### src/rtl/core/iiea_pkg.sv
package iiea_pkg;

	localparam int OPCODE_W   = 2;
	localparam int POS_W      = 7;
	localparam int WORD_W     = 32;
	localparam int COUNT_W    = 7;
	localparam int STATUS_W   = 2;
	localparam int CAPACITY_D = 64;

	localparam logic [OPCODE_W-1:0] OP_READ   = 2'd0;
	localparam logic [OPCODE_W-1:0] OP_SET    = 2'd1;
	localparam logic [OPCODE_W-1:0] OP_INSERT = 2'd2;
	localparam logic [OPCODE_W-1:0] OP_ERASE  = 2'd3;

	localparam logic [STATUS_W-1:0] ST_OK    = 2'd0;
	localparam logic [STATUS_W-1:0] ST_INDEX = 2'd1;
	localparam logic [STATUS_W-1:0] ST_FULL  = 2'd2;

	// broadcast to every cell, already qualified by acceptance and status
	typedef struct packed {
		logic do_set;
		logic do_ins;
		logic do_era;
	} cmd_t;

endpackage

### src/rtl/core/iiea_cell.sv
module iiea_cell #(
	parameter int INDEX = 0,
	parameter int CMP_W = 7
) (
	input  logic                             clk,
	input  iiea_pkg::cmd_t                   cmd,
	input  logic [CMP_W-1:0]                 pos,
	input  logic signed [iiea_pkg::WORD_W-1:0] value_in,
	input  logic signed [iiea_pkg::WORD_W-1:0] left_word,
	input  logic signed [iiea_pkg::WORD_W-1:0] right_word,
	output logic signed [iiea_pkg::WORD_W-1:0] word,
	output logic signed [iiea_pkg::WORD_W-1:0] rd_word
);

	localparam logic [CMP_W-1:0] MY_IDX = CMP_W'(INDEX);

	logic                              hit;
	logic                              above;
	logic signed [iiea_pkg::WORD_W-1:0] word_q;

	assign hit   = (MY_IDX == pos);
	assign above = (MY_IDX > pos);

	always_ff @(posedge clk) begin
		if (cmd.do_set && hit) begin
			word_q <= value_in;
		end else if (cmd.do_ins) begin
			if (hit) begin
				word_q <= value_in;
			end else if (above) begin
				word_q <= left_word;
			end
		end else if (cmd.do_era && (hit || above)) begin
			word_q <= right_word;
		end
	end

	assign word    = word_q;
	assign rd_word = hit ? word_q : '0;

endmodule

### config.mk
export PLATFORM = sky130hd
export DESIGN_NAME = iiea_cell
export DESIGN_NICKNAME = d
export VERILOG_FILES = /design/src/rtl/core/iiea_pkg.sv /design/src/rtl/core/iiea_cell.sv
export SDC_FILE = /design/constraint.sdc
export NUM_CORES = 1
export LEC_CHECK = 0
export ABC_CLOCK_PERIOD_IN_PS = 3800
export BUFFER_PORTS_ARGS = -buffer_cell sky130_fd_sc_hd__buf_2
export CAP_MARGIN = 20
export CORE_MARGIN = 2
export CORE_UTILIZATION = 42
export CTS_CLUSTER_SIZE = 30
export DETAILED_ROUTE_END_ITERATION = 12
export PLACE_DENSITY = 0.81
export SETUP_SLACK_MARGIN = 0.4
export SYNTH_ARGS = -nofsm -noshare
export SYNTH_HDL_FRONTEND = slang
export SYNTH_SLANG_ARGS = --single-unit
export TNS_END_PERCENT = 1
### constraint.sdc
create_clock -name clk -period 3.8 [get_ports clk]
set_input_delay 0.57 -clock clk [delete_from_list [all_inputs] [get_ports clk]]
set_output_delay 0.57 -clock clk [all_outputs]
set_load 0.01 [all_outputs]
==> Yosys cells after proc, flatten, opt, wreduce, memory -nomap -nowiden <==
Index checks and enable logic that the tools add are counted.
{ "op_classes": {"order_cmp": 1, "eq_ne": 1, "muxes": 6, "reduce_logical": 6} }
{ "ops": {"columns": ["operator", "count"], "rows": [
  ["32-bit two-way mux", 6],
  ["1-bit by 7-bit > comparator with 1-bit output, first input constant", 1],
  ["7-bit zero test", 1],
  ["4-bit by 1-bit inequality test with 1-bit output, second input constant", 1],
  ["3-bit nonzero test", 1],
  ["1-bit logical AND", 2],
  ["2-bit AND reduction", 1],
  ["1-bit logical OR", 1]
]} }
{ "word_totals": {"ff_bits": 32, "input_bits": 107, "output_inout_bits": 64, "elab_cells": 15} }

==> Logic depth before layout (Yosys ltp) <==
Gate-level depths: netlist of run 1.
{ "depth": {"depth_word": 6, "mapped_depth": 5, "mapped_depth_nobuf": 3} }

==> Worst setup path after synthesis of run 1 <==
OpenSTA, ideal clock, no wires.
{ "synth_timing": {"kind": "input -> register", "from": "input pos[4]", "to": "register word_q (netlist bit word[0]), enable pin", "setup_time_ps": 421, "arrival_ps": 2530, "t_required_ps": 3379, "setup_slack_ps": 849, "cell_stages": 4, "cell_sequence": "nor4_1 -> buf_2 -> nand2_1 -> nor2_1"} }
{ "synth_between": {"elab_chain_len": 5} }
{ "synth_rtl": {"columns": ["element", "line", "rtl"], "rows": [
  ["start: declaration", "iiea_cell.sv:7", "input logic [CMP_W-1:0] pos,"],
  ["1-bit by 7-bit > comparator with 1-bit output / 7-bit zero test (equally long branches)", "iiea_cell.sv:22, iiea_cell.sv:21", null],
  ["1-bit logical OR", "iiea_cell.sv:33", "end else if (cmd.do_era && (hit || above)) begin"],
  ["1-bit logical AND", "iiea_cell.sv:33", null],
  ["3-bit nonzero test (no source line)", null, null],
  ["2-bit AND reduction (no source line) *", null, null],
  ["end signal: assignment", "iiea_cell.sv:29", "word_q <= value_in;"],
  ["end signal: assignment", "iiea_cell.sv:31", "word_q <= left_word;"],
  ["end signal: assignment", "iiea_cell.sv:34", "word_q <= right_word;"],
  ["end: declaration", "iiea_cell.sv:19", "logic signed [iiea_pkg::WORD_W-1:0] word_q;"]
]} }
Mark *: on every way between the ends. The rest lies on a longest branch, timed or not.
A chain may end at the register's enable or synchronous reset.

==> Worst setup path after layout of run 1 <==
{ "layout_timing": {"from": "input pos[4]", "to": "output rd_word[5] (netlist name)"} }
{ "layout_between": {"elab_chain_len": 2} }
{ "layout_rtl": {"columns": ["element", "line", "rtl"], "rows": [
  ["7-bit zero test", "iiea_cell.sv:21", "assign hit = (MY_IDX == pos);"],
  ["32-bit two-way mux", "iiea_cell.sv:39", "assign rd_word = hit ? word_q : '0;"],
  ["end: declaration", "iiea_cell.sv:12", "output logic signed [iiea_pkg::WORD_W-1:0] rd_word"]
]} }
Every way passes these cells.

==> flow_summary.yaml, run 1 <==
yosys:
  ys_types: 23
  synth_edf_count: 32
  synth_area_um2: 2504
  ys_warn_count: 0
  synth_seq_cells: 32
  yosys-top-cells-area: "edfxtp_1 38%, o2111ai_1 11%, and3_1 8.0%, nor2b_1 8.0%, o211ai_1 7.8%"
  yosys.area.top_type: "edfxtp_1"
  synth-main-ff-cell: "edfxtp_1"
  postSynthCellCount: 275
  seq_area_frac_synth: 0.3838
  synthesis.nets: 382
  synthTopCellsByCount: "32 x and3_1, 32 x edfxtp_1, 32 x nor2b_1"
  syn_avg_cell_area_um2: 9.104
  synth_top_cell_area_share: 0.3838
  async_flop_share: 0
sta:
  worst_slew_pin_slew_ns: 1.036
  slew_headroom: 0.3096
  tns_ns: 0
  period_needed_ns: 2.501
  grt_setup_unrepaired: "false"
  fmax_mhz: 399.9
  final-hold-violation-count: 0
  drv_slew: 0
  fin_crit_sh: 0.6581
  setup_viol: 0
clocking:
  cts_num_sinks: 32
  cts_tree: "done"
  clock_path_buffers: 2
  cts-buffers-inserted: 5
  clkTransAtPathRegs_ns: 0.06
  hold_buffers: 0
  cts_root_buf: "clkbuf_8"
  post_cts_resized: 0
  postCtsSetupBuffers: 0
  cts_max_level: 2
grt:
  gr-usage-all-layers: 0.2334
  antenna_found_initial: 0
  grt_max_degree: 97
  grt-ovfl-total: 0
  grt_pass1_wl_um: 12010
  grt_pass1_vias: 2503
place:
  placed_cell_area_um2: 3282
  hpwl_um: 5158
  dpl.cell_count: 482
  portBuffers: 170
  gp_congestion: 0.7573
drt:
  drtAntennaViolNets: 0
  num_vias: 2849
  wl_per_cell_um: 16.27
  drt_iter0_markers: 209
  drc: 0
  first_pass_iters: 4
  vias_per_cell: 5.850
  drt-total-wl_um: 7922
floorplan:
  die_x_um: 81.21
  fp-row-count: 28
  die_y_um: 81.21
  die_area_um2: 6594
  placeableCoreArea_um2: 5851
  initial_utilization: 0.4279
  io-pin-count: 171
finish:
  largest_reg_flops: 32
  num_antenna_cells: 0
  final_cells: 487
  final_design_area_no_fill_um2: 3351
  nets: 521
  area_growth_pct: 33.83
  drive_gt1_frac: 0.4587
worst_setup_path:
  worstPathMaxFanout: 64
  cp-start-kind: "input port"
  crit_path_end_kind: "output port"
  crit_arrival_ns: 1.93
  path_class: "input port to output port"
  critical_path_required_ns: 3.23
run:
  drv_cap: 0
pwr:
  switching_share: 0.2544
  seq_power_share: 0.503
  leakagePower_nw: 1.529
  pwr-share-clk: 0.291
  power_frac_comb: 0.205
  intPower_mw: 0.5846
  vdd_drop_max_v: 0.0001233
  powerDensity_nw_per_um2: 234.0
  finalPower_mw: 0.7841
  power.switching_mw: 0.1995
min_path:
  hp-class: "input port to flop"
  hold-path-cell-count: 3
  hold_end: "word[5]"
  min-delay-start: "left_word[5]"
run_status:
  status: "finished clean"
[critical path, stage by stage]
cell,delay [ns]
buf_2,0.11
nor4_2,0.29
buf_4,0.53
and3_1,0.25
buf_2,0.13
[kinds of logic after synthesis]
group / count (synthesis) / synth area share
buf+inv: 43 / 0.08895
flops: 32 / 0.3838
simple gates: 104 / 0.2439
compound gates: 96 / 0.2834
[cells in the final DEF, fill, tap and decap left out, types with 5 or more instances in the layout]
cell       synthesis  routed
and3_1            32      32
o21ai_0           25      25
o211ai_2           5       5
o211ai_1          26      26
nand3_1           31      31
buf_2             10     170
o21ai_1            7       7
nor2b_1           32      32
edfxtp_1          32      32
o2111ai_1         31      31
clkbuf_8           0       5
buf_4              4       5
[power by group through the flow]
stage | sequential (mW) | clock (mW) | combinational (mW)
after floorplan | 0.403 | 0 | 0.0875
after global placement | 0.402 | 0 | 0.155
after detailed placement | 0.402 | 0 | 0.159
after CTS | 0.395 | 0.235 | 0.160
after global routing | 0.395 | 0.253 | 0.178
final | 0.395 | 0.228 | 0.161
[layer usage]
layer,GRT usage,vias to the layer above,wire (µm)
met3,0.04333,10,586
met1,0.3049,1335,3327
met5,0,-,0
met4,0.05593,0,95
li1,-,1360,-
met2,0.4000,144,3913
[through the flow]
step / hold slack [ns] / worst slack, ns / utilization
floorplan: 0.7975 / 0.8493 / -
finish: 0.6248 / 1.299 / 0.5727
global placement: 0.9018 / 1.195 / 0.5610
detailed placement: 0.9061 / 1.092 / 0.5610
global route: 0.6196 / 1.155 / 0.5727
CTS: 0.6159 / 1.301 / 0.5727
[final cells by class]
type	count	area, µm²
fillers	553	2500
multi-input cells	200	1339
flip-flops and latches	32	960.9
repair buffers	175	888.4
well taps	75	93.84
clock buffers	5	68.82
[worst max path at each step]
stage               startpoint     endpoint  depth (start not counted)
floorplan               pos[4]      word[0]                          4
global placement        cmd[2]     word[23]                          5
detailed placement      cmd[2]     word[27]                          5
CTS                     pos[4]  rd_word[24]                          5
global route            pos[4]  rd_word[21]                          5
finish                  pos[4]   rd_word[5]                          5
No activity file was read; power rests on OpenSTA's default activity.
==> run 2, diff against run 1 <==
--- a/config.mk
+++ b/config.mk
@@ -5,14 +5,15 @@
 export SDC_FILE = /design/constraint.sdc
 export NUM_CORES = 1
 export LEC_CHECK = 0
-export ABC_CLOCK_PERIOD_IN_PS = 3800
+export ABC_AREA = 1
+export ABC_CLOCK_PERIOD_IN_PS = 2100
 export BUFFER_PORTS_ARGS = -buffer_cell sky130_fd_sc_hd__buf_2
 export CAP_MARGIN = 20
 export CORE_MARGIN = 2
-export CORE_UTILIZATION = 42
+export CORE_UTILIZATION = 40
 export CTS_CLUSTER_SIZE = 30
 export DETAILED_ROUTE_END_ITERATION = 12
-export PLACE_DENSITY = 0.81
+export PLACE_DENSITY = 0.78
 export SETUP_SLACK_MARGIN = 0.4
 export SYNTH_ARGS = -nofsm -noshare
 export SYNTH_HDL_FRONTEND = slang
==> constraint.sdc (replaced) <==
create_clock -name clk -period 2.1 [get_ports clk]
set_input_delay 0.315 -clock clk [delete_from_list [all_inputs] [get_ports clk]]
set_output_delay 0.315 -clock clk [all_outputs]
set_load 0.01 [all_outputs]
==> run 2 against run 1 <==
Synthesized area rose by 14%. Critical path type unchanged. Critical endpoint is now rd_word[6]. Largest cell class unchanged. Global-route usage shrank 0.69 points. Setup slack worse by 0.79 ns. Sequential power up 81%. Non-clock buffer count increased by 4.
==> flow_summary.yaml, run 2 <==
run_status:
  status: "finished clean"
yosys:
  synth_edf_count: 32
  seq_area_frac_synth: 0.3376
  synth_xor_area_frac: 0
  synthesis.nets: 539
  synth-main-ff-cell: "edfxtp_1"
  synth_top_family_by_area: "simple AND/OR/NAND/NOR gates"
  ys_types: 20
  synth_area_um2: 2846
  postSynthCellCount: 432
  yosys.area_share.adder: 0
  yosys.area_share.simple: 0.2686
  yosys.area.top_type: "edfxtp_1"
  async_flop_share: 0
  yosys-top-cells-area: "edfxtp_1 34%, inv_1 13%, nand3_1 11%, nor2_1 9.0%, a21boi_1 7.9%"
  synthMostInstantiatedCell: "inv_1"
  synth_top_cell_area_share: 0.3376
  synth_seq_cells: 32
  synthMuxAreaShare: 0
  synthTopCellsByCount: "100 x inv_1, 68 x nor2_1, 64 x nand3_1"
  ys_warn_count: 0
  synth_compound_area_frac: 0.1969
  syn_avg_cell_area_um2: 6.589
sta:
  fin_crit_sh: 0.7553
  drv_slew: 0
  setup_viol: 0
  worst_slew_pin_slew_ns: 0.5772
  final-hold-violation-count: 0
  slew_headroom: 0.6146
  tns_ns: 0
  fmax_mhz: 630.4
  grt_setup_unrepaired: "false"
  period_needed_ns: 1.586
worst_setup_path:
  cp-start-kind: "input port"
  worstPathMaxFanout: 33
  critPathTopFamily: "simple AND/OR/NAND/NOR gates"
  worst-path-buf-inv: 3
  slowest_delay_ns: 0.19
  crit_path_cell_trace: "buf_2, nor2_1, nand2_4, nor2_8, inv_6, nor2_1, buf_2"
  path_class: "input port to output port"
  slowest_stage: "nor2_1"
  critical_path_required_ns: 1.78
  crit_arrival_ns: 1.27
  crit_path_end_kind: "output port"
floorplan:
  die_x_um: 88.36
  initial_utilization: 0.4167
  die_area_um2: 7807
  fp-row-count: 30
  die_y_um: 88.36
  io-pin-count: 171
  placeableCoreArea_um2: 6832
clocking:
  cts_root_buf: "clkbuf_8"
  postCtsSetupBuffers: 0
  clkTransAtPathRegs_ns: 0.07
  cts_max_level: 2
  cts-buffers-inserted: 5
  cts_num_sinks: 32
  cts_tree: "done"
  clock_path_buffers: 2
finish:
  drive_gt1_frac: 0.3333
  num_antenna_cells: 0
  layout_commonest_cell: "buf_2"
  nets: 694
  largest_reg_flops: 32
  final_cell_mix: "170 x buf_2, 100 x inv_1, 65 x nor2_1"
  area_growth_pct: 35.69
  final_cells: 684
place:
  portBuffers: 170
  dpl.cell_count: 676
  hpwl_um: 6820
  gp_congestion: 0.9550
drt:
  drc: 0
  vias_per_cell: 4.934
  drt_iter0_markers: 246
  first_pass_iters: 5
  drtAntennaViolNets: 0
  drt-total-wl_um: 9166
  num_vias: 3375
  wl_per_cell_um: 13.40
pwr:
  power_frac_comb: 0.203
  powerDensity_nw_per_um2: 422.4
  pwr-share-clk: 0.359
  power.switching_mw: 0.4169
  vdd_drop_max_v: 0.0003075
  seq_power_share: 0.438
  leakagePower_nw: 2.196
  switching_share: 0.2555
  intPower_mw: 1.215
run:
  drv_cap: 0
grt:
  antenna_found_initial: 0
  grt_max_degree: 34
  grt_pass1_vias: 3036
  gr-usage-all-layers: 0.2265
  grt_pass1_wl_um: 13850
  grt-ovfl-total: 0
min_path:
  hp-class: "input port to flop"
==> run 2: changes by cell type in the layout (fill, tap and decap cells not counted), moves of 5 or more <==
cell       change
nand3_1       +33
nand2_1       +32
o21ai_0        +7
a21boi_1      +30
nor2b_1       -32
inv_1        +100
o211ai_1      -26
o21ai_1        -7
o2111ai_1     -31
and3_1        -32
a21oi_1       +32
nor2_1        +64
o211ai_2       -5
==> run 2: worst paths after layout <==
| path | endpoint | depth (start not counted) | start | slack [ns] |
|---|---|---|---|---|
| setup / recovery | rd_word[6] | 7 | pos[3] | 0.51 |
| hold / removal | word[25] | 3 | value_in[25] | 0.38 |
==> run 2: cells by family after synthesis <==
kind of cell,Yosys count
flip-flops,32
AO/OA/AOI/OAI,96
buffers and inverters,133
AND/OR/NAND/NOR,171
==> run 2: metrics by stage <==
step | setup slack (ns) | total power [mW] | instance area [µm²] | hold WS [ns] | util
4_1_cts | 0.3743 | 1.636 | 3840 | 0.3648 | 0.5621
6_report | 0.5138 | 1.632 | 3862 | 0.3777 | 0.5654
5_1_grt | 0.4027 | 1.710 | 3862 | 0.3679 | 0.5654
3_3_place_gp | 0.1351 | 1.046 | 3730 | 0.6542 | 0.5460
2_1_floorplan | 0.4080 | 0.8995 | 2854 | 0.5446 | -
3_5_place_dp | 0.07809 | 1.052 | 3730 | 0.6584 | 0.5460
==> run 2: final cells by class <==
| cell class | instances | area [µm²] |
|---|---|---|
| multi-input cells | 267 | 1351 |
| inverters | 102 | 387.9 |
| flip-flops and latches | 32 | 960.9 |
| clock inverters | 2 | 35.03 |
| fillers | 665 | 2969 |
| clock buffers | 6 | 72.57 |
| well taps | 96 | 120.1 |
| repair buffers | 179 | 934.6 |
==> run 2: per-layer routing <==
layer	GRT usage	share of wire
met1	0.2855	0.40
met2	0.3889	0.49
met3	0.03545	0.090
met4	0.08953	0.027
met5	0	0
==> run 2: power by group through the flow <==
stage                     clock network [mW]  logic (mW)  registers, mW
after floorplan                            0       0.169          0.730
after global placement                     0       0.318          0.728
after detailed placement                   0       0.323          0.729
after CTS                              0.597       0.325          0.715
after global routing                   0.625       0.370          0.714
final                                  0.586       0.331          0.715
==> run 2: timing repair <==
action,in CTS,in global routing
hold buffers,0,0
gates resized for setup,1,5
endpoints found under the setup margin,36,64
cloned,0,0
==> run 3, diff against run 2 <==
--- a/config.mk
+++ b/config.mk
@@ -5,15 +5,15 @@
 export SDC_FILE = /design/constraint.sdc
 export NUM_CORES = 1
 export LEC_CHECK = 0
-export ABC_AREA = 1
-export ABC_CLOCK_PERIOD_IN_PS = 2100
+export ABC_AREA = 0
+export ABC_CLOCK_PERIOD_IN_PS = 1450
 export BUFFER_PORTS_ARGS = -buffer_cell sky130_fd_sc_hd__buf_2
 export CAP_MARGIN = 20
 export CORE_MARGIN = 2
-export CORE_UTILIZATION = 40
+export CORE_UTILIZATION = 38
 export CTS_CLUSTER_SIZE = 30
 export DETAILED_ROUTE_END_ITERATION = 12
-export PLACE_DENSITY = 0.78
+export PLACE_DENSITY = 0.77
 export SETUP_SLACK_MARGIN = 0.4
 export SYNTH_ARGS = -nofsm -noshare
 export SYNTH_HDL_FRONTEND = slang
==> constraint.sdc (replaced) <==
create_clock -name clk -period 1.45 [get_ports clk]
set_input_delay 0.2175 -clock clk [delete_from_list [all_inputs] [get_ports clk]]
set_output_delay 0.2175 -clock clk [all_outputs]
set_load 0.01 [all_outputs]
==> run 3 against run 2 <==
The run now ends with setup timing left. Sequential share of layout area up 0.18 points. Critical path depth stayed put. Setup slack worse by 0.59 ns. Global-route usage up 0.24 points. Die area fell by 7.1%. Hold slack got worse by 0.12 ns. Utilization grew 3.9 points. Largest power group unchanged. Highest routed layer unchanged.
==> flow_summary.yaml, run 3 (synthesis results as in run 1) <==
run_status:
  status: "finished, violations left"
  violations: "setup timing"
place:
  placed_cell_area_um2: 3588
  gp_congestion: 0.8909
  hpwl_um: 6057
  portBuffers: 170
sta:
  drv_slew: 0
  final-hold-violation-count: 0
  worst_slew_pin_slew_ns: 0.3288
  fmax_mhz: 657.2
  period_needed_ns: 1.522
  fin_crit_sh: 1.049
  grt_setup_unrepaired: "true"
  setup_viol: 65
  slew_headroom: 0.7791
  setup_slack_ns: -0.07171
  holdWs_ns: 0.2556
floorplan:
  die_x_um: 85.17
  die_area_um2: 7254
  placeableCoreArea_um2: 6350
  initial_utilization: 0.3943
  die_y_um: 85.17
  fp-row-count: 29
  io-pin-count: 171
pwr:
  vdd_drop_max_v: 0.0003588
  leakagePower_nw: 1.767
  powerDensity_nw_per_um2: 577.0
  finalPower_mw: 2.213
finish:
  layout_commonest_cell: "buf_2"
  final_util: 0.6039
  area_growth_pct: 53.17
  final_cell_mix: "165 x buf_2, 32 x nor2b_1, 32 x edfxtp_1"
  largest_reg_flops: 32
  final_design_area_no_fill_um2: 3835
  n_fill_cell: 559
  num_antenna_cells: 0
  multi_input_area_um2: 1375
  ff_latch_area_um2: 960.9
  drive_gt1_frac: 0.5056
  nets: 552
worst_setup_path:
  crit_arrival_ns: 1.30
  crit_path_end_kind: "output port"
  cp-start-kind: "input port"
  path_class: "input port to output port"
  worstPathMaxFanout: 15
  critical_path_required_ns: 1.23
drt:
  drt_iter0_markers: 105
  num_vias: 2974
  wl_per_cell_um: 16.66
  drt-total-wl_um: 8696
  drc: 0
  first_pass_iters: 4
  drtAntennaViolNets: 0
  vias_per_cell: 5.697
grt:
  grt_max_degree: 57
  grt_pass1_wl_um: 13390
  grt-ovfl-total: 0
  gr-usage-all-layers: 0.2290
  grt_pass1_vias: 2788
  antenna_found_initial: 0
clocking:
  clock_path_buffers: 2
  clkTransAtPathRegs_ns: 0.06
  cts_root_buf: "clkbuf_8"
  cts-buffers-inserted: 5
  hold_buffers: 0
  cts_tree: "done"
  cts_max_level: 2
  cts_num_sinks: 32
run:
  drv_cap: 0
min_path:
  hp-class: "input port to flop"
==> run 3: per-layer routing <==
layer  global-route usage  share of wire  vias to the layer above
met4              0.06926          0.013                        0
met2               0.4041           0.52                      145
met1               0.2837           0.40                     1387
met5                    0              0                        -
li1                     -              -                     1432
met3              0.04183          0.067                       10
==> run 3: final timing paths <==
path | start | end | cells past startpoint
min | left_word[23] | word[23] | 3
max | pos[4] | rd_word[14] | 7
==> run 3: area by class of cell <==
cell class                 count  share of cell area
multi-input combinational    200              0.3586
clock buffer                   6             0.01892
sequential                    32              0.2506
clock inverter                 1            0.001305
timing repair buffer         206              0.3455
tap                           77             0.02512
==> run 3: through the flow <==
stage	setup TNS (ns)	cells	setup WS, ns
3_5_place_dp	-15.38	509	-0.2213
4_1_cts	-2.067	519	-0.07912
3_3_place_gp	-13.42	509	-0.1737
2_1_floorplan	-6.469	275	-0.1536
5_1_grt	-6.409	522	-0.1269
6_report	-2.950	522	-0.07171
==> run 3: repair_timing <==
| action | 4_1_cts | 5_1_grt |
|---|---|---|
| endpoints found under the setup margin | 106 | 117 |
| setup buffers | 2 | 2 |
| resized for setup | 13 | 18 |
| gates cloned | 1 | 1 |
| pin swaps | 43 | 44 |
==> run 3: power by group <==
group / switching (mW) / leakage, nW / internal [mW] / total, mW
Clock: 0.336 / 0.0410 / 0.327 / 0.663
Combinational: 0.251 / 1.45 / 0.265 / 0.516
Sequential: 0.00249 / 0.279 / 1.03 / 1.03
==> run 3: critical path, stage by stage <==
cell and delay, ns:
buf_6 0.09, buf_6 0.10, nor4_4 0.27, buf_6 0.18, buf_12 0.13, and3_1 0.16
buf_2 0.13
